### config.mk
export PLATFORM = sky130hd
export DESIGN_NAME = row_color_span_and_gap_flat
export DESIGN_NICKNAME = d
export VERILOG_FILES = /design/src/sv/rcsg_pkg.sv /design/src/sv/rcsg_stream_if.sv /design/src/sv/rcsg_row_tracker.sv /design/src/sv/row_color_span_and_gap.sv /design/src/flat_wrapper.sv
export VERILOG_INCLUDE_DIRS = /design/src /design/src/sv
export SDC_FILE = /design/constraint.sdc
export NUM_CORES = 1
export LEC_CHECK = 0
export BUFFER_PORTS_ARGS = -buffer_cell sky130_fd_sc_hd__buf_2
export CORE_UTILIZATION = 25
export CTS_BUF_LIST = sky130_fd_sc_hd__clkbuf_2 sky130_fd_sc_hd__clkbuf_4 sky130_fd_sc_hd__clkbuf_8
export DETAILED_ROUTE_END_ITERATION = 10
export GPL_ROUTABILITY_DRIVEN = 0
export MAX_ROUTING_LAYER = met4
export SYNTH_ARGS = -nofsm -noshare
export SYNTH_HDL_FRONTEND = slang
export SYNTH_SLANG_ARGS = --single-unit
### constraint.sdc
create_clock -name clk -period 4.94 [get_ports clk]
set_input_delay 0.494 -clock clk [delete_from_list [all_inputs] [get_ports clk]]
set_output_delay 0.494 -clock clk [all_outputs]
set_load 0.1 [all_outputs]
### src/sv/row_color_span_and_gap_defines.svh
// ----------------------------------------------------------------------------
// Row color span and gap: assertion macros
// Concurrent assertion helpers clocked on clk with asynchronous reset rst_n.
// ----------------------------------------------------------------------------
`ifndef ROW_COLOR_SPAN_AND_GAP_DEFINES_SVH
`define ROW_COLOR_SPAN_AND_GAP_DEFINES_SVH

`ifndef ASSERT_OFF
// Check a property at every rising edge of clk outside reset.
`define RCSG_ASSERT(label, prop, msg) \
    label: assert property (@(posedge clk) disable iff (!rst_n) (prop)) else $error(msg);
// Check that a condition never holds outside reset.
`define RCSG_NEVER(label, cond, msg) \
    label: assert property (@(posedge clk) disable iff (!rst_n) !(cond)) else $error(msg);
`else
`define RCSG_ASSERT(label, prop, msg)
`define RCSG_NEVER(label, cond, msg)
`endif

`endif

### src/sv/rcsg_pkg.sv
// ----------------------------------------------------------------------------
// Row color span and gap: package
// Payload types of the pixel, result and configuration channels.
// ----------------------------------------------------------------------------
package rcsg_pkg;

    localparam int OUT_COL_W = 13;

    typedef struct packed {
        logic [7:0] pixel_value;
        logic       row_end;
        logic       image_end;
    } pix_t;

    typedef struct packed {
        logic [OUT_COL_W-1:0] first_col;
        logic [OUT_COL_W-1:0] end_col;
        logic [OUT_COL_W-1:0] gap_begin;
        logic [OUT_COL_W-1:0] gap_end;
        logic                 row_found;
        logic                 image_done;
        logic                 any_found;
    } res_t;

    typedef struct packed {
        logic [7:0] target_value;
    } cfg_t;

endpackage

### src/sv/rcsg_stream_if.sv
// ----------------------------------------------------------------------------
// Row color span and gap: stream interface
// Valid/ready channel carrying one payload per transfer.
// ----------------------------------------------------------------------------
interface rcsg_stream_if #(
    parameter type payload_t = logic
);
    logic     valid;
    logic     ready;
    payload_t data;

    modport source (output valid, output data, input ready);
    modport sink (input valid, input data, output ready);
endinterface

### src/sv/rcsg_row_tracker.sv
// ----------------------------------------------------------------------------
// Row color span and gap: row tracker
// Per-row span and widest interior gap state, updated once per pixel.
// ----------------------------------------------------------------------------
`include "row_color_span_and_gap_defines.svh"

module rcsg_row_tracker #(
    parameter int MAX_WIDTH = 4096
) (
    input  logic          clk,
    input  logic          rst_n,
    input  logic          step,
    input  rcsg_pkg::pix_t pix,
    input  logic [7:0]    target,
    output logic          has_result,
    output rcsg_pkg::res_t result
);
    import rcsg_pkg::*;

    localparam int CW = $clog2(MAX_WIDTH + 1);
    localparam logic [CW-1:0] MAX_COL = CW'(MAX_WIDTH);

    logic [CW-1:0] col_reg, col_next, col_upd;
    logic [CW-1:0] first_reg, first_next, first_upd;
    logic [CW-1:0] last_end_reg, last_end_next, last_end_upd;
    logic [CW-1:0] gap_start_reg, gap_start_next, gap_start_upd;
    logic [CW-1:0] best_begin_reg, best_begin_next, best_begin_upd;
    logic [CW-1:0] best_end_reg, best_end_next, best_end_upd;
    logic          seen_reg, seen_next, seen_upd;
    logic          in_gap_reg, in_gap_next, in_gap_upd;
    logic          any_reg, any_next, any_upd;
    logic          end_of_row;

    assign end_of_row = pix.row_end | pix.image_end;
    assign has_result = end_of_row;

    // Fold the current pixel into the row state.
    always_comb
    begin
        col_upd        = col_reg;
        first_upd      = first_reg;
        last_end_upd   = last_end_reg;
        gap_start_upd  = gap_start_reg;
        best_begin_upd = best_begin_reg;
        best_end_upd   = best_end_reg;
        seen_upd       = seen_reg;
        in_gap_upd     = in_gap_reg;
        if (col_reg < MAX_COL)
        begin
            if (pix.pixel_value == target)
            begin
                if (!seen_reg)
                begin
                    first_upd = col_reg;
                end
                else if (in_gap_reg &&
                         ((col_reg - gap_start_reg) > (best_end_reg - best_begin_reg)))
                begin
                    best_begin_upd = gap_start_reg;
                    best_end_upd   = col_reg;
                end
                seen_upd     = 1'b1;
                in_gap_upd   = 1'b0;
                last_end_upd = col_reg + CW'(1);
            end
            else if (seen_reg && !in_gap_reg)
            begin
                in_gap_upd    = 1'b1;
                gap_start_upd = col_reg;
            end
            col_upd = col_reg + CW'(1);
        end
        any_upd = any_reg | seen_upd;
    end

    // Build the row result from the updated state.
    always_comb
    begin
        result.first_col  = OUT_COL_W'(seen_upd ? first_upd : col_upd);
        result.end_col    = seen_upd ? OUT_COL_W'(last_end_upd) : '0;
        result.gap_begin  = OUT_COL_W'(best_begin_upd);
        result.gap_end    = OUT_COL_W'(best_end_upd);
        result.row_found  = seen_upd;
        result.image_done = pix.image_end;
        result.any_found  = pix.image_end & any_upd;
    end

    // Hold, advance, or clear at row end.
    always_comb
    begin
        col_next        = col_reg;
        first_next      = first_reg;
        last_end_next   = last_end_reg;
        gap_start_next  = gap_start_reg;
        best_begin_next = best_begin_reg;
        best_end_next   = best_end_reg;
        seen_next       = seen_reg;
        in_gap_next     = in_gap_reg;
        any_next        = any_reg;
        if (step)
        begin
            if (end_of_row)
            begin
                col_next        = '0;
                first_next      = '0;
                last_end_next   = '0;
                gap_start_next  = '0;
                best_begin_next = '0;
                best_end_next   = '0;
                seen_next       = 1'b0;
                in_gap_next     = 1'b0;
                any_next        = pix.image_end ? 1'b0 : any_upd;
            end
            else
            begin
                col_next        = col_upd;
                first_next      = first_upd;
                last_end_next   = last_end_upd;
                gap_start_next  = gap_start_upd;
                best_begin_next = best_begin_upd;
                best_end_next   = best_end_upd;
                seen_next       = seen_upd;
                in_gap_next     = in_gap_upd;
            end
        end
    end

    always_ff @(posedge clk or negedge rst_n)
    begin
        if (!rst_n)
        begin
            col_reg        <= '0;
            first_reg      <= '0;
            last_end_reg   <= '0;
            gap_start_reg  <= '0;
            best_begin_reg <= '0;
            best_end_reg   <= '0;
            seen_reg       <= 1'b0;
            in_gap_reg     <= 1'b0;
            any_reg        <= 1'b0;
        end
        else
        begin
            col_reg        <= col_next;
            first_reg      <= first_next;
            last_end_reg   <= last_end_next;
            gap_start_reg  <= gap_start_next;
            best_begin_reg <= best_begin_next;
            best_end_reg   <= best_end_next;
            seen_reg       <= seen_next;
            in_gap_reg     <= in_gap_next;
            any_reg        <= any_next;
        end
    end

    `RCSG_NEVER(a_gap_needs_match, in_gap_reg && !seen_reg, "gap open before any match")
    `RCSG_NEVER(a_col_bound, col_reg > MAX_COL, "column count beyond row limit")
    `RCSG_ASSERT(a_row_clears, step && end_of_row |=> col_reg == '0 && !seen_reg,
                 "row state not cleared after row end")

endmodule

### src/sv/row_color_span_and_gap.sv
// ----------------------------------------------------------------------------
// Row color span and gap: top level
// Per-row span of a target pixel value and its widest interior gap.
// ----------------------------------------------------------------------------
// Usage:
//   pixel  : one pixel per transfer in raster order, with row_end and
//            image_end marks. image_end also closes the current row.
//   result : one transfer per row, issued for the pixel that ends the row.
//   cfg    : writes target_value; write only while the block is idle.
// Result path: a row-ending pixel lands in the input register, and its
//   result is loaded into the result register when that pixel advances.
// Throughput: one pixel per cycle unless a row-ending pixel stalls on a busy
//   result slot; the row tracker sits between the input and result registers.
// Reset: row state, the image-level found flag and target_value clear to
//   zero; no result is pending.
// Stall: while a result waits for result.ready, the input register still
//   advances on pixels that do not end a row; a row-ending pixel holds in
//   the input register until the result slot frees, and pixel.ready drops.
// ----------------------------------------------------------------------------
`include "row_color_span_and_gap_defines.svh"

module row_color_span_and_gap #(
    parameter int MAX_WIDTH = 4096
) (
    input  logic         clk,
    input  logic         rst_n,
    rcsg_stream_if.sink   pixel,
    rcsg_stream_if.source result,
    rcsg_stream_if.sink   cfg
);
    import rcsg_pkg::*;

    logic [7:0] target_reg, target_next;
    pix_t       pix_reg, pix_next;
    logic       pix_valid_reg, pix_valid_next;
    res_t       res_reg, res_next;
    logic       res_valid_reg, res_valid_next;

    logic       row_done;
    res_t       row_res;
    logic       step;
    logic       res_free;

    // Configuration is always taken.
    assign cfg.ready   = 1'b1;
    assign target_next = (cfg.valid) ? cfg.data.target_value : target_reg;

    // Result slot frees when empty or being drained this cycle.
    assign res_free = !res_valid_reg || result.ready;
    // Advance the held pixel unless it needs the result slot and the slot is busy.
    assign step     = pix_valid_reg && (!row_done || res_free);
    assign pixel.ready = !pix_valid_reg || step;

    rcsg_row_tracker #(
        .MAX_WIDTH(MAX_WIDTH)
    ) u_tracker (
        .clk        (clk),
        .rst_n      (rst_n),
        .step       (step),
        .pix        (pix_reg),
        .target     (target_reg),
        .has_result (row_done),
        .result     (row_res)
    );

    // Input register: load on transfer, drop when consumed.
    always_comb
    begin
        pix_next       = pix_reg;
        pix_valid_next = pix_valid_reg;
        if (pixel.valid && pixel.ready)
        begin
            pix_next       = pixel.data;
            pix_valid_next = 1'b1;
        end
        else if (step)
        begin
            pix_valid_next = 1'b0;
        end
    end

    // Result register: load a finished row, drop after the transfer.
    always_comb
    begin
        res_next       = res_reg;
        res_valid_next = res_valid_reg;
        if (step && row_done)
        begin
            res_next       = row_res;
            res_valid_next = 1'b1;
        end
        else if (result.ready)
        begin
            res_valid_next = 1'b0;
        end
    end

    always_ff @(posedge clk or negedge rst_n)
    begin
        if (!rst_n)
        begin
            target_reg    <= '0;
            pix_valid_reg <= 1'b0;
            res_valid_reg <= 1'b0;
        end
        else
        begin
            target_reg    <= target_next;
            pix_valid_reg <= pix_valid_next;
            res_valid_reg <= res_valid_next;
        end
    end

    // Payload registers need no reset.
    always_ff @(posedge clk)
    begin
        pix_reg <= pix_next;
        res_reg <= res_next;
    end

    assign result.valid = res_valid_reg;
    assign result.data  = res_reg;

    `RCSG_ASSERT(a_stall_only_when_busy, !pixel.ready |-> pix_valid_reg && res_valid_reg,
                 "pixel stalled without a pending result")
    `RCSG_ASSERT(a_empty_row_zeros,
                 res_valid_reg && !res_reg.row_found |->
                 res_reg.end_col == '0 && res_reg.gap_begin == '0 && res_reg.gap_end == '0,
                 "row without match reports nonzero span or gap")
    `RCSG_ASSERT(a_any_on_done, res_valid_reg && res_reg.any_found |-> res_reg.image_done,
                 "any_found raised outside image end")

endmodule

### src/flat_wrapper.sv
// flat-port wrapper written by rule: the top's interface ports become plain ports
module row_color_span_and_gap_flat import rcsg_pkg::*;
#(
    parameter int MAX_WIDTH = 4096
)
  (clk, rst_n, pixel_valid, pixel_data, pixel_ready, result_valid, result_data, result_ready, cfg_valid, cfg_data, cfg_ready);
  rcsg_stream_if #(.payload_t(pix_t)) pixel_i ();
  rcsg_stream_if #(.payload_t(res_t)) result_i ();
  rcsg_stream_if #(.payload_t(cfg_t)) cfg_i ();
  input  logic clk;
  input  logic rst_n;
  input wire logic [$bits(pixel_i.valid)-1:0] pixel_valid;
  input wire logic [$bits(pixel_i.data)-1:0] pixel_data;
  output wire logic [$bits(pixel_i.ready)-1:0] pixel_ready;
  output wire logic [$bits(result_i.valid)-1:0] result_valid;
  output wire logic [$bits(result_i.data)-1:0] result_data;
  input wire logic [$bits(result_i.ready)-1:0] result_ready;
  input wire logic [$bits(cfg_i.valid)-1:0] cfg_valid;
  input wire logic [$bits(cfg_i.data)-1:0] cfg_data;
  output wire logic [$bits(cfg_i.ready)-1:0] cfg_ready;
  assign pixel_i.valid = pixel_valid;
  assign pixel_i.data = pixel_data;
  assign pixel_ready = pixel_i.ready;
  assign result_valid = result_i.valid;
  assign result_data = result_i.data;
  assign result_i.ready = result_ready;
  assign cfg_i.valid = cfg_valid;
  assign cfg_i.data = cfg_data;
  assign cfg_ready = cfg_i.ready;
  row_color_span_and_gap #(.MAX_WIDTH(MAX_WIDTH)) u_core (.clk(clk), .rst_n(rst_n), .pixel(pixel_i), .result(result_i), .cfg(cfg_i));
endmodule
# After elaboration in Yosys (flattened, before gate mapping)
# Cells that the tools add are included.
dict set report word_totals {
  inputBits 23
  word_cells 88
  regBits 156
  out_inout_bits 58
}
dict set report classes {
  mux 36
  bitwise 3
  n_addsub 3
  order_cmp 2
  n_eq_ne 2
  reduce_logical 20
}
# cell count
set op_table {}
lappend op_table {{$mux 13} 24}
lappend op_table {{$sub 13x13->13} 2}
lappend op_table {{$add 13x1->13 const B} 1}
lappend op_table {{$gt 13x13->1} 1}
lappend op_table {{$lt 13x13->1 const B} 1}
lappend op_table {{$mux 1} 12}
lappend op_table {{$eq 8x8->1} 1}
lappend op_table {{$reduce_bool 2->1} 4}
lappend op_table {{$logic_and 1x1->1} 5}
lappend op_table {{$logic_not 1->1} 4}
lappend op_table {{$reduce_and 4->1} 1}
lappend op_table {{$logic_or 1x1->1} 3}
lappend op_table {{$reduce_and 3->1} 1}
lappend op_table {{$reduce_bool 3->1} 1}
lappend op_table {{$ne 2x1->1 const B} 1}
lappend op_table {{$or 1x1->1} 2}
lappend op_table {{$reduce_and 2->1} 1}
lappend op_table {{$and 1x1->1} 1}

# Longest topological paths before layout
# Gate-level depths: netlist of the first run.
dict set report depth {
  word_depth 8
  ltp_mapped 17
  depth_no_buf 15
}

# Modules after synthesis
# From an unflattened synthesis of the first run, not the netlist that was laid out.
dict set report unflattened {
  cells_unflattened 756
  hier_area_um2 8171.6
}
# module seq_area_each_um2 area_per_inst_um2 instances cells_per_inst
set by_module_without_submodules {}
lappend by_module_without_submodules {rcsg_row_tracker 2026.9 5778.0 1 662}
lappend by_module_without_submodules {row_color_span_and_gap 2202.1 2393.5 1 94}

# Worst setup path after synthesis of the first run
# Ideal clock, no wire load.
dict set report synth_timing {
  path_type {register to register}
  from {reg u_core.u_tracker.col_reg[0]}
  to {reg u_core.res_reg (netlist bit u_core.result.data[10]), data pin}
  arrival_time_ps 3892
  n_path_buf 2
  stages_incl_launch_ff 18
  setup_time_ps 262
  synth_period_minus_slack_ps 4155
  t_required_ps 4678
  setup_slack_ps 785
  cell_sequence {dfrtp_1 clkbuf_1 inv_1 ha_1 fa_1 nor2b_1 o31a_1 o21ai_0 o2111ai_1 a21oi_1 xnor2_1 ha_1 nand4_1 nor2_1 a211oi_2 a2111oi_4 buf_4 mux2_1}
}
# item line
set synth_lines {}
lappend synth_lines {{start, declared} rcsg_row_tracker.sv:23} ;# logic [CW-1:0] col_reg, col_next, col_upd;
lappend synth_lines {{start signal, assigned} rcsg_row_tracker.sv:144} ;# col_reg <= col_next;
lappend synth_lines {{end signal, assigned} row_color_span_and_gap.sv:118} ;# res_reg <= res_next;
lappend synth_lines {{end, declared} row_color_span_and_gap.sv:36} ;# res_t res_reg, res_next;

==> run metrics, run 1 <==
number of top-level pins 81; maximum resistive drop on vdd 150.2 uV; number of vias after detailed routing between 5000 and 6000; count of clock tree sinks 156; post-detailed-route wirelength per cell 16.42 um; syn_area_per_cell 11.15 sq um; horizontal die dimension approximately 180 um; capture point of the worst reg-to-reg path u_core.result.data[28]; Placement Rows 65; count of endpoints failing hold in the final timing report 0; capture point of the critical path u_core.result.data[28]; parity-gate share of the synthesized area counting xor and xnor cells 5.229%; count of endpoints failing setup in the final report 0; total of cells resized after clock tree synthesis 0; EDFF count, synth 65; leading post-synthesis cells by cell area sky130_fd_sc_hd__dfrtp_1, sky130_fd_sc_hd__edfxtp_1, sky130_fd_sc_hd__ha_1; flip-flop count of the largest register after layout 55; combinational family with the most area after synthesis compound AO/OA/AOI/OAI gates; category of the critical setup timing path flop to flop; P_leak 4.155 nW; class of the tightest hold or removal check input port to asynchronous set/reset pin; reg-to-reg setup timing slack 0.42 ns; async set or reset register ratio after synthesis 58.33%; Critical Path Slowest Stage Cell sky130_fd_sc_hd__dfrtp_1; sum of negative setup slack 0 ns; overall routing resource usage 13.14%; syn_nets 800; DIE AREA 33550 sq um; compound-gate portion of the synthesized area 18.84%; Setup Buffers After CTS 0; clock tree from TritonCTS done; ordered list of cells on the worst path inv_1 -> ha_1 -> fa_1 -> nor2b_1 -> o31a_1 -> o21ai_0 -> o2111ai_1 -> a21oi_1 -> xnor2_1 -> ha_1 -> nand4_1 -> nor2_1 -> a211oi_2 -> a2111oi_4 -> buf_4 -> mux2_2; #FFs+latches synth 156; Final ANT Viol Nets 0; area share of the leading cell type in the synthesized netlist 27.75%; placed cells 1228; Pins Over Slew Limit 0; area of the placeable core between 30000 and 40000 sq um; cell accounting for the most synthesized area sky130_fd_sc_hd__dfrtp_1; number of design-rule violations left by the first detailed-router iteration 447; area growth from synthesis to layout 16.16%; Tmin final 4.520 ns; portion of total power attributed to the clock network between 30% and 40%; global-route wire length before repair 32970 um; detail-routed via count per cell 4.653; achievable frequency 221.3 MHz; final hold slack 0.09728 ns; Logic pwr share 21.0%; design internal power 2.038 mW; clock tree buffer depth 2; start point of the critical path u_core.u_tracker.col_reg[0]; Critical Path Fanout Max 29; fraction of layout cells with a size suffix above 1 18.93%; Post-Route Skew 0.01504 ns; CTS root buf sky130_fd_sc_hd__clkbuf_8; Slew HR 27.29%; multiplexer share of the synthesized area 4.589%; Post-Route WL 20680 um; proportion of power drawn by flip-flops and latches 46.6%; Synthesis Warnings 0; Worst R2R Path Depth 16; Net Sw Power 1.053 mW; TritonCTS buffer count 17; Yosys cell types 54; simple-gate share of the synthesized area 9.270%; nature of the critical path startpoint flop; register area share after synthesis between 50 and 60%; Residual DRC 0; Worst R2R Start u_core.u_tracker.col_reg[0]; number of antenna violations at the first check in global routing 0; Power Density 324.3 nW/um^2; Detailed Routing Iterations Pass 1 5; post-route fraction of the period consumed by the critical path between 90% and 100%; H-tree level count 4; number of nets in the final layout 876; adder-cell share of the synthesized area 6.434%; critical path data required time 5.15 ns; flip-flop cell with the highest count after synthesis sky130_fd_sc_hd__dfrtp_1; Hold-fix buffers, CTS 0; sum of buffers and inverters on the critical path 2; summed instance area of the synthesized netlist 8207 sq um; delay-heaviest family, CP compound AO/OA/AOI/OAI gates; worst endpoint data arrival time between 4 and 5 ns; residual overflow from global routing 0; PortBufs 79; die height 183.2 um; number of maximum-capacitance violations 0; delay of the slowest critical-path stage 0.56 ns; Clk pin slew, worst setup/hold paths ~0.090 ns; half-perimeter wire length after placement 14280 um; CP Depth 16; clock insertion delay at the later pin of the skew report 0.46 ns; total power draw between 3 and 4 mW; RSZ-0062 raised after global routing false; result of the run complete, no violations; number of diodes added for antenna fixing 0; pin count of the biggest net entering global routing 56; Worst path most repeated cell sky130_fd_sc_hd__ha_1; initial cell density of the core around a quarter; net switching share of the total power 34.07%; transition time at the pin with the least slew margin 1.091 ns; gate count of the mapped netlist 736; number of global-route vias before repair between 5000 and 6000; final-layout fill cell count 3315; kind of capture point of the worst setup path flop; count of placed standard cells in the final layout, fillers left out 1259; share of the core filled with cells in the final layout 29.83%
[cell usage in the layout (no fill, tap or decap), drive strengths merged, types with 2 or more instances in the layout]
cell | synthesis | layout
nand3 | 24 | 24
mux2 | 21 | 21
xnor2 | 20 | 20
o21ai | 57 | 57
clkinvlp | 0 | 2
o21bai | 3 | 3
inv | 39 | 41
o211a | 25 | 25
nand2 | 70 | 70
bufinv | 0 | 3
o31ai | 4 | 4
buf | 18 | 101
ha | 39 | 39
clkbuf | 26 | 19
edfxtp | 65 | 65
o311ai | 2 | 2
a21o | 6 | 6
nor3 | 5 | 5
nand4 | 4 | 4
clkinv | 1 | 6
a21oi | 25 | 25
a31oi | 2 | 2
a22o | 29 | 29
mux2i | 14 | 14
nor2 | 28 | 28
o31a | 4 | 4
nand2b | 3 | 3
a31o | 25 | 25
o2bb2ai | 9 | 9
and2 | 5 | 5
o2111ai | 2 | 2
xor2 | 29 | 29
or2 | 3 | 3
nor2b | 10 | 10
fa | 2 | 2
o21a | 7 | 7
nor4 | 6 | 6
o41ai | 2 | 2
and3 | 2 | 2
dfrtp | 91 | 91
[synthesized netlist by cell type, types with 10 or more instances]
cell and count:
sky130_fd_sc_hd__o211a_1 25, sky130_fd_sc_hd__edfxtp_1 65, sky130_fd_sc_hd__nor2b_1 10, sky130_fd_sc_hd__xnor2_1 20
sky130_fd_sc_hd__mux2_2 11, sky130_fd_sc_hd__a31o_1 20, sky130_fd_sc_hd__clkbuf_1 26, sky130_fd_sc_hd__a21oi_1 25
sky130_fd_sc_hd__nand2_1 69, sky130_fd_sc_hd__mux2i_1 14, sky130_fd_sc_hd__inv_1 39, sky130_fd_sc_hd__dfrtp_1 91
sky130_fd_sc_hd__ha_1 39, sky130_fd_sc_hd__o21ai_0 56, sky130_fd_sc_hd__nor2_1 28, sky130_fd_sc_hd__nand3_1 24
sky130_fd_sc_hd__a22o_1 29, sky130_fd_sc_hd__xor2_1 29, sky130_fd_sc_hd__mux2_1 10
[area by class of cell]
type	instances	area, sq um	share of cell area (%)
Sequential cell	156	4229	44.36
Clock inverter	12	146.4	1.536
Tap cell	435	544.3	5.709
Multi-Input combinational cell	496	3645	38.23
Clock buffer	19	255.2	2.678
Inverter	40	150.1	1.575
Timing Repair Buffer	101	563.0	5.906
[worst min-delay path by stage]
| stage | from | endpoint | slack (ns) | depth (start not counted) |
|---|---|---|---|---|
| after floorplan | rst_n | u_core.pix_valid_reg | 0.20 | 0 |
| after global placement | u_core.u_tracker.first_reg[12] | u_core.u_tracker.first_reg[12] | 0.47 | 1 |
| after detailed placement | u_core.u_tracker.first_reg[12] | u_core.u_tracker.first_reg[12] | 0.47 | 1 |
| after CTS | rst_n | u_core.u_tracker.last_end_reg[3] | 0.12 | 1 |
| after global routing | rst_n | u_core.u_tracker.last_end_reg[3] | 0.14 | 1 |
| final | rst_n | u_core.u_tracker.last_end_reg[3] | 0.1 | 1 |
[metal layers]
layer / wire length, um / up-vias / GRT usage [%]
met5: 0 / - / -
met4: 277 / 0 / 4.133
met3: 690 / 20 / 2.204
met2: 9612 / 134 / 20.35
met1: 10100 / 2876 / 17.49
li1: - / 2828 / -
[kinds of logic after synthesis]
group / count (synthesis)
compound gates: 209
simple gates: 161
flops: 156
buf+inv: 84
xor+xnor: 49
fa+ha+maj: 41
mux: 35
other cells: 1
[power groups by stage]
| stage | registers (mW) | clock network [mW] | logic, mW |
|---|---|---|---|
| floorplan | 1.75 | 0 | 0.210 |
| global placement | 1.47 | 0 | 0.648 |
| detailed placement | 1.47 | 0 | 0.651 |
| CTS | 1.44 | 1.03 | 0.651 |
| global route | 1.45 | 1.07 | 0.685 |
| finish | 1.44 | 1.00 | 0.648 |
[per-stage QoR]
stage,cell area [sq um],setup slack [ns]
detailed placement,9131,0.4711
global placement,9131,0.5778
floorplan,8207,0.7854
finish,9533,0.4204
CTS,9533,0.4361
global route,9533,0.1066
Note: power is estimated with default switching activity, not from simulation.
==> run 2: changes to the inputs <==
SYNTH_HIERARCHICAL = 1   (was not set)
==> run 2 against run 1 <==
  * Power down 2.5%
  * Sequential power about the same
  * Final cell count up 1.4%
  * Critical endpoint is now u_core/result.data[28]
  * Clock-buffer cell count down 2
  * Register-to-register slack better by 0.19 ns
  * Flip-flop and latch count unchanged
  * Design area down 0.45%
  * Synthesized cell count up 2.7%
  * Critical path depth up 1
  * Area after synthesis down 0.43%
==> run metrics, run 2 <==
CTS root buf sky130_fd_sc_hd__clkbuf_8 (unchanged); flip-flop count of the largest register after layout 55 (unchanged); count of endpoints failing hold in the final timing report 0 (unchanged); count of placed standard cells in the final layout, fillers left out 1277 (was 1259); die height 182.8 um (was 183.2 um); most frequent cell after synthesis sky130_fd_sc_hd__dfrtp_1 (unchanged); most frequent cells in the layout sky130_fd_sc_hd__dfrtp_1, sky130_fd_sc_hd__o21ai_0, sky130_fd_sc_hd__buf_2 (was sky130_fd_sc_hd__dfrtp_1, sky130_fd_sc_hd__buf_2, sky130_fd_sc_hd__nand2_1); placed cells 1245 (was 1228); portion of total power attributed to the clock network 35.1% (was 32.4%); Net Sw Power 1.034 mW (was 1.053 mW); post-detailed-route wirelength per cell 16.43 um (was 16.42 um); Post-Route WL 20980 um (was 20680 um); compound-gate portion of the synthesized area 15.53% (was 18.84%); Pins Over Slew Limit 0 (unchanged); area of the placeable core 31880 sq um (was 31960 sq um); Setup Buffers After CTS 0 (unchanged); Residual DRC 0 (unchanged); Yosys cell types 58 (was 54); net switching share of the total power 34.30% (was 34.07%); pin count of the biggest net entering global routing 56 (unchanged); number of design-rule violations left by the first detailed-router iteration 374 (was 447); clock tree buffer depth 2 (unchanged); Hold-fix buffers, CTS 0 (unchanged); Detailed Routing Iterations Pass 1 7 (was 5); TritonCTS buffer count 17 (unchanged); count of clock tree sinks 156 (unchanged); clock insertion delay at the later pin of the skew report 0.49 ns (was 0.46 ns); met3 track utilization from global routing 2.701% (was 2.204%); area share of the leading cell type in the synthesized netlist 27.87% (was 27.75%); Global Route met2 Usage 20.90% (was 20.35%); Synthesis Warnings 6 (was 0); parity-gate share of the synthesized area counting xor and xnor cells 5.252% (was 5.229%); number of maximum-capacitance violations 0 (unchanged); maximum resistive drop on vdd 140.4 uV (was 150.2 uV); simple-gate share of the synthesized area 10.89% (was 9.270%); nature of the critical path startpoint flop (unchanged); combinational family with the most area after synthesis compound AO/OA/AOI/OAI gates (unchanged); Post-Route Skew 0.02812 ns (was 0.01504 ns); critical path data required time 5.16 ns (was 5.15 ns); RSZ-0062 raised after global routing false (unchanged); Worst R2R Path Depth 17 (was 16); layer carrying the most global-route usage met2 (unchanged); number of nets in the final layout 893 (was 876); post-placement worst setup slack 0.6648 ns (was 0.4711 ns); multiplexer share of the synthesized area 5.206% (was 4.589%); H-tree level count 4 (unchanged); category of the critical setup timing path flop to flop (unchanged); met1 Usage GRT 16.76% (was 17.49%); initial cell density of the core 25.63% (was 25.68%); async set or reset register ratio after synthesis 58.33% (unchanged); PortBufs 79 (unchanged); Post-DP Area 9055 sq um (was 9131 sq um); adder-cell share of the synthesized area 6.461% (was 6.434%); register area share after synthesis 51.75% (was 51.53%); achievable frequency 231.2 MHz (was 221.3 MHz); Clk pin slew, worst setup/hold paths 0.10 ns (was 0.09 ns); count of endpoints failing setup in the final report 0 (unchanged); Final WS setup 0.6141 ns (was 0.4204 ns); post-route fraction of the period consumed by the critical path 87.57% (was 91.49%); syn_area_per_cell 10.81 sq um (was 11.15 sq um); proportion of power drawn by flip-flops and latches 47.4% (was 46.6%); DIE AREA 33410 sq um (was 33550 sq um); global-route wire length before repair 33310 um (was 32970 um); Placement Rows 65 (unchanged); number of top-level pins 81 (unchanged); ordered list of cells on the worst path inv_1 -> ha_1 -> fa_1 -> nor2b_1 -> o31a_1 -> o221ai_1 -> o2111ai_1 -> a21oi_1 -> xnor2_1 -> ha_1 -> nand4_1 -> nor2_1 -> a41oi_1 -> and2_1 -> nor2b_2 -> buf_12 -> mux2_2 (was inv_1 -> ha_1 -> fa_1 -> nor2b_1 -> o31a_1 -> o21ai_0 -> o2111ai_1 -> a21oi_1 -> xnor2_1 -> ha_1 -> nand4_1 -> nor2_1 -> a211oi_2 -> a2111oi_4 -> buf_4 -> mux2_2); #FFs+latches synth 156 (unchanged); Critical Path Slowest Stage Cell sky130_fd_sc_hd__dfrtp_1 (unchanged); design internal power 1.980 mW (was 2.038 mW); syn_nets 820 (was 800); worst endpoint data arrival time 4.55 ns (was 4.73 ns); leading post-synthesis cells by cell area sky130_fd_sc_hd__dfrtp_1, sky130_fd_sc_hd__edfxtp_1, sky130_fd_sc_hd__ha_1 (unchanged); final hold slack 0.06580 ns (was 0.09728 ns); total of cells resized after clock tree synthesis 0 (unchanged); summed instance area of the synthesized netlist 8172 sq um (was 8207 sq um); most frequent standard cell in the layout excluding fill and tap cells sky130_fd_sc_hd__dfrtp_1 (unchanged); sum of negative setup slack 0 ns (unchanged); area of all placed cells without fillers 9490 sq um (was 9533 sq um); number of vias after detailed routing 5980 (was 5858); delay of the slowest critical-path stage 0.53 ns (was 0.56 ns); final-layout fill cell count 3352 (was 3315); Final ANT Viol Nets 0 (unchanged); transition time at the pin with the least slew margin 1.061 ns (was 1.091 ns); half-perimeter wire length after placement 14650 um (was 14280 um); class of the tightest hold or removal check input port to asynchronous set/reset pin (unchanged); flip-flop cell with the highest count after synthesis sky130_fd_sc_hd__dfrtp_1 (unchanged); area growth from synthesis to layout 16.14% (was 16.16%); Power Density 317.5 nW/um^2 (was 324.3 nW/um^2); EDFF count, synth 65 (unchanged); result of the run complete, no violations (unchanged); Worst path most repeated cell sky130_fd_sc_hd__ha_1 (unchanged); residual overflow from global routing 0 (unchanged); Logic pwr share 17.5% (was 21.0%); number of diodes added for antenna fixing 0 (unchanged); horizontal die dimension 182.8 um (was 183.2 um); clock tree from TritonCTS done (unchanged); most used standard cells in the synthesized netlist sky130_fd_sc_hd__dfrtp_1, sky130_fd_sc_hd__o21ai_0, sky130_fd_sc_hd__nand2_1 (was sky130_fd_sc_hd__dfrtp_1, sky130_fd_sc_hd__nand2_1, sky130_fd_sc_hd__edfxtp_1); fraction of layout cells with a size suffix above 1 19.00% (was 18.93%); number of global-route vias before repair 5859 (was 5864); kind of capture point of the worst setup path flop (unchanged); P_leak 3.792 nW (was 4.155 nW); overall routing resource usage 13.39% (was 13.14%); Slew HR 29.29% (was 27.29%); cell accounting for the most synthesized area sky130_fd_sc_hd__dfrtp_1 (unchanged); detail-routed via count per cell 4.683 (was 4.653); Tmin final 4.326 ns (was 4.520 ns); gate count of the mapped netlist 756 (was 736); Critical Path Fanout Max 27 (was 29); number of antenna violations at the first check in global routing 0 (unchanged)
[run 2: cell types whose count changed after synthesis, moves of 5 or more]
cell,before,now
sky130_fd_sc_hd__xnor2_1,20,41
sky130_fd_sc_hd__a31o_2,5,0
sky130_fd_sc_hd__o211a_1,25,0
sky130_fd_sc_hd__mux2_4,0,13
sky130_fd_sc_hd__o211ai_1,1,25
sky130_fd_sc_hd__o2bb2ai_1,9,1
sky130_fd_sc_hd__a31o_1,20,0
sky130_fd_sc_hd__nand3_1,24,30
sky130_fd_sc_hd__mux2_1,10,0
sky130_fd_sc_hd__and3_1,2,7
sky130_fd_sc_hd__xor2_1,29,8
sky130_fd_sc_hd__inv_1,39,47
sky130_fd_sc_hd__o21ai_0,56,83
[run 2: layout make-up]
| type | instances | area, sq um | share of cell area (%) |
|---|---|---|---|
| timing repair buffer | 97 | 545.5 | 5.748 |
| inverter | 48 | 180.2 | 1.898 |
| sequential | 156 | 4229 | 44.56 |
| clock inverter | 15 | 201.4 | 2.123 |
| multi-input combinational | 509 | 3556 | 37.47 |
| tap | 435 | 544.3 | 5.735 |
| clock buffer | 17 | 234.0 | 2.465 |
[run 2: worst max-delay path: cells and delay by family, from the launching register on]
| kind | cells | cell delay (ns) |
|---|---|---|
| multiplexers | 1 | 0.35 |
| adder cells (fa/ha/maj) | 3 | 0.93 |
| XOR/XNOR | 1 | 0.13 |
| AO/OA/AOI/OAI | 5 | 0.99 |
| AND/OR/NAND/NOR | 5 | 0.75 |
| flip-flops | 1 | 0.53 |
| buffers and inverters | 2 | 0.36 |
[run 2: cell families (layout without fill, tap and decap cells)]
logic type,after synthesis,in the layout
AO/OA/AOI/OAI,198,198
AND/OR/NAND/NOR,185,185
flip-flops,156,156
buffers and inverters,91,177
XOR/XNOR,49,49
adder cells (fa/ha/maj),41,41
multiplexers,35,35
other,1,1
[run 2: path summary, 6_finish.rpt]
kind / startpoint / endpoint / slack [ns]
max: u_core/u_tracker/col_reg[0] / u_core/result.data[28] / 0.61
max reg2reg: u_core/u_tracker/col_reg[0] / u_core/result.data[28] / 0.61
max in group asynchronous: rst_n / u_core/u_tracker/best_end_reg[7] / 3.82
min in group clk: pixel_data[9] / u_core/pix_reg[9] / 0.19
min reg2reg: u_core/u_tracker/last_end_reg[10] / u_core/u_tracker/last_end_reg[10] / 0.49
min: rst_n / u_core/u_tracker/best_begin_reg[2] / 0.07
[run 2: layer usage]
layer	share of wire [%]	vias to the layer above
met2	47	169
met1	45	2927
met3	5.4	27
li1	-	2857
met4	2.5	0
met5	0	-
[run 2: power by group through the flow]
| stage | combinational, mW | sequential [mW] | clock, mW |
|---|---|---|---|
| after floorplan | 0.168 | 1.69 | 0 |
| after global placement | 0.529 | 1.46 | 0 |
| after detailed placement | 0.533 | 1.46 | 0 |
| after CTS | 0.534 | 1.43 | 1.09 |
| after global routing | 0.558 | 1.44 | 1.14 |
| final | 0.528 | 1.43 | 1.06 |
[run 2: stage by stage]
step           utilization [%]  power, mW
2_1_floorplan                -      1.859
3_3_place_gp             28.40      1.986
3_5_place_dp             28.40      1.990
4_1_cts                  29.77      3.057
5_1_grt                  29.77      3.132
6_report                 29.77      3.013
==> run 3: changes to the inputs <==
ABC_AREA = 1   (was not set)
==> run 3 against run 2 <==
  * Utilization fell by 0.72 points
  * Critical path depth rose by 3
  * Clock skew decreased by 0.011 ns
  * Flip-flop and latch count did not move
  * Largest cell class unchanged
==> run metrics, run 3 <==
Synthesis Warnings 6 (unchanged); post-route fraction of the period consumed by the critical path 78.92% (was 87.57%); flip-flop cell with the highest count after synthesis sky130_fd_sc_hd__dfrtp_1 (unchanged); worst endpoint data arrival time 4.12 ns (was 4.55 ns); CTS root buf sky130_fd_sc_hd__clkbuf_8 (unchanged); EDFF count, synth 65 (unchanged); Final ANT Viol Nets 0 (unchanged); Worst R2R Start u_core/u_tracker/col_reg[0] (unchanged); most used standard cells in the synthesized netlist sky130_fd_sc_hd__nand2_1, sky130_fd_sc_hd__inv_1, sky130_fd_sc_hd__nand3_1 (was sky130_fd_sc_hd__dfrtp_1, sky130_fd_sc_hd__o21ai_0, sky130_fd_sc_hd__nand2_1); sum of negative setup slack 0 ns (unchanged); async set or reset register ratio after synthesis 58.33% (unchanged); final-layout fill cell count 3642 (was 3352); count of endpoints failing setup in the final report 0 (unchanged); most frequent standard cell in the layout excluding fill and tap cells sky130_fd_sc_hd__nand2_1 (was sky130_fd_sc_hd__dfrtp_1); area of the placeable core 33700 sq um (was 31880 sq um); area growth from synthesis to layout 13.84% (was 16.14%); number of maximum-capacitance violations 0 (unchanged); TritonCTS buffer count 17 (unchanged); Post-Route WL 22300 um (was 20980 um); Post-DP Area 9394 sq um (was 9055 sq um); area share of the leading cell type in the synthesized netlist 26.48% (was 27.87%); die height 187.5 um (was 182.8 um); clock tree from TritonCTS done (unchanged); Hold-fix buffers, CTS 0 (unchanged); gate count of the mapped netlist 1038 (was 756); flip-flop count of the largest register after layout 55 (unchanged); Yosys cell types 35 (was 58); residual overflow from global routing 0 (unchanged); initial cell density of the core 25.52% (was 25.63%); Pins Over Slew Limit 0 (unchanged); clock insertion delay at the later pin of the skew report 0.47 ns (was 0.49 ns); most frequent cells in the layout sky130_fd_sc_hd__nand2_1, sky130_fd_sc_hd__inv_1, sky130_fd_sc_hd__nand3_1 (was sky130_fd_sc_hd__dfrtp_1, sky130_fd_sc_hd__o21ai_0, sky130_fd_sc_hd__buf_2); overall routing resource usage 13.39% (about the same); Clk pin slew, worst setup/hold paths 0.09 ns (was 0.10 ns); count of clock tree sinks 156 (unchanged); nature of the critical path startpoint flop (unchanged); Post-Route Skew 0.01701 ns (was 0.02812 ns); number of global-route vias before repair 6708 (was 5859); Power Density 300.2 nW/um^2 (was 317.5 nW/um^2); area of combinational cells with multiple inputs 3586 sq um (was 3556 sq um); pin count of the biggest net entering global routing 66 (was 56); kind of capture point of the worst setup path flop (unchanged); register area share after synthesis 49.18% (was 51.75%); transition time at the pin with the least slew margin 0.8872 ns (was 1.061 ns); clock tree buffer depth 2 (unchanged); most frequent cell after synthesis sky130_fd_sc_hd__nand2_1 (was sky130_fd_sc_hd__dfrtp_1); critical path data required time 5.16 ns (about the same); RSZ-0062 raised after global routing false (unchanged); summed instance area of the synthesized netlist 8599 sq um (was 8172 sq um); number of vias after detailed routing 7014 (was 5980); syn_area_per_cell 8.285 sq um (was 10.81 sq um); total of cells resized after clock tree synthesis 0 (unchanged); class of the tightest hold or removal check input port to asynchronous set/reset pin (unchanged); maximum resistive drop on vdd 194.5 uV (was 140.4 uV); Detailed Routing Iterations Pass 1 5 (was 7); leading post-synthesis cells by cell area sky130_fd_sc_hd__dfrtp_1, sky130_fd_sc_hd__edfxtp_1, sky130_fd_sc_hd__nand2_1 (was sky130_fd_sc_hd__dfrtp_1, sky130_fd_sc_hd__edfxtp_1, sky130_fd_sc_hd__ha_1); capture point of the worst reg-to-reg path u_core/result.data[26] (was u_core/result.data[28]); global-route wire length before repair 35610 um (was 33310 um); Residual DRC 0 (unchanged); Tmin final 3.899 ns (was 4.326 ns); Worst R2R Path Depth 20 (was 17); number of design-rule violations left by the first detailed-router iteration 592 (was 374); #FFs+latches synth 156 (unchanged); Register Area 4229 sq um (unchanged); result of the run complete, no violations (unchanged); post-detailed-route wirelength per cell 14.24 um (was 16.43 um); fraction of layout cells with a size suffix above 1 12.79% (was 19.00%); Critical Path Fanout Max 27 (unchanged); number of nets in the final layout 1169 (was 893); number of top-level pins 81 (unchanged); Setup Buffers After CTS 0 (unchanged); reg-to-reg setup timing slack 1.04 ns (was 0.61 ns); DIE AREA 35140 sq um (was 33410 sq um); cell accounting for the most synthesized area sky130_fd_sc_hd__dfrtp_1 (unchanged); horizontal die dimension 187.5 um (was 182.8 um); category of the critical setup timing path flop to flop (unchanged); count of endpoints failing hold in the final timing report 0 (unchanged); achievable frequency 256.5 MHz (was 231.2 MHz); number of diodes added for antenna fixing 0 (unchanged); area of all placed cells without fillers 9789 sq um (was 9490 sq um); P_leak 4.924 nW (was 3.792 nW); Slew HR 40.86% (was 29.29%); syn_nets 1102 (was 820); PortBufs 79 (unchanged); number of antenna violations at the first check in global routing 0 (unchanged); H-tree level count 4 (unchanged); Placement Rows 67 (was 65); half-perimeter wire length after placement 16240 um (was 14650 um); detail-routed via count per cell 4.479 (was 4.683)
run 3: layer usage:
metal  part of all wire [%]  GRT usage [%]  up-vias
met3                    6.0          3.377       24
met4                    1.4          3.471        0
met5                      0              -        -
met1                     47          17.68     3316
met2                     45          20.37      204
li1                       -              -     3470
run 3: power by group:
part | leakage (nW) | internal [mW] | switching (mW)
clock network | 0.196 | 0.469 | 0.499
logic | 2.84 | 0.0856 | 0.455
registers | 1.89 | 1.41 | 0.0240
run 3: worst max path at each step:
stage | startpoint | end | slack [ns] | depth (start not counted)
floorplan | u_core/u_tracker/col_reg[0] | u_core/result.data[10] | 1.75 | 20
global placement | u_core/u_tracker/col_reg[0] | u_core/result.data[22] | 1.20 | 20
detailed placement | u_core/u_tracker/col_reg[0] | u_core/result.data[5] | 1.08 | 20
CTS | u_core/u_tracker/col_reg[0] | u_core/result.data[21] | 1.07 | 20
global route | u_core/u_tracker/col_reg[0] | u_core/result.data[22] | 0.66 | 20
finish | u_core/u_tracker/col_reg[0] | u_core/result.data[26] | 1.04 | 20
run 3: cells by family after synthesis:
group,count (synthesis),share of synthesized area [%]
AO/OA/AOI/OAI,115,7.158
adder cells (fa/ha/maj),41,6.140
other,1,0.04361
AND/OR/NAND/NOR,500,24.87
XOR/XNOR,34,3.463
flip-flops,156,49.18
buffers and inverters,191,9.152
run 3: layout make-up:
type / instances / area share [%]
flip-flops and latches: 156 / 43.20
multi-input cells: 691 / 36.63
inverters: 155 / 5.956
well taps: 448 / 5.726
repair buffers: 84 / 4.448
clock buffers: 19 / 2.607
clock inverters: 13 / 1.431
run 3: per-stage QoR:
step           hold slack, ns  total power [mW]  util (%)  worst slack [ns]  cells
4_1_cts                0.1588             2.978     29.05             1.073   1566
6_report               0.1478             2.939     29.05             1.041   1566
3_3_place_gp           0.4614             2.000     27.88             1.197   1534
5_1_grt                0.1587             3.075     29.05            0.6572   1566
3_5_place_dp           0.4651             2.005     27.88             1.075   1534
2_1_floorplan          0.1984             1.888         -             1.748   1038
run 3: worst max-delay path, cell delays in order, from the launching register on:
cell and delay [ns]:
sky130_fd_sc_hd__dfrtp_1 0.48, sky130_fd_sc_hd__inv_2 0.13, sky130_fd_sc_hd__ha_1 0.27, sky130_fd_sc_hd__fa_1 0.41
sky130_fd_sc_hd__inv_1 0.09, sky130_fd_sc_hd__nand3_1 0.06, sky130_fd_sc_hd__nand2_1 0.13, sky130_fd_sc_hd__a21oi_1 0.11
sky130_fd_sc_hd__o21bai_1 0.17, sky130_fd_sc_hd__xor2_1 0.17, sky130_fd_sc_hd__ha_1 0.27, sky130_fd_sc_hd__nand2_1 0.07
sky130_fd_sc_hd__nand2_1 0.04, sky130_fd_sc_hd__nand3_1 0.06, sky130_fd_sc_hd__nand2_1 0.05, sky130_fd_sc_hd__a21oi_1 0.14
sky130_fd_sc_hd__nand2_2 0.31, sky130_fd_sc_hd__nand2_4 0.44, sky130_fd_sc_hd__nand2_1 0.13, sky130_fd_sc_hd__nand2_1 0.08
sky130_fd_sc_hd__inv_1 0.04
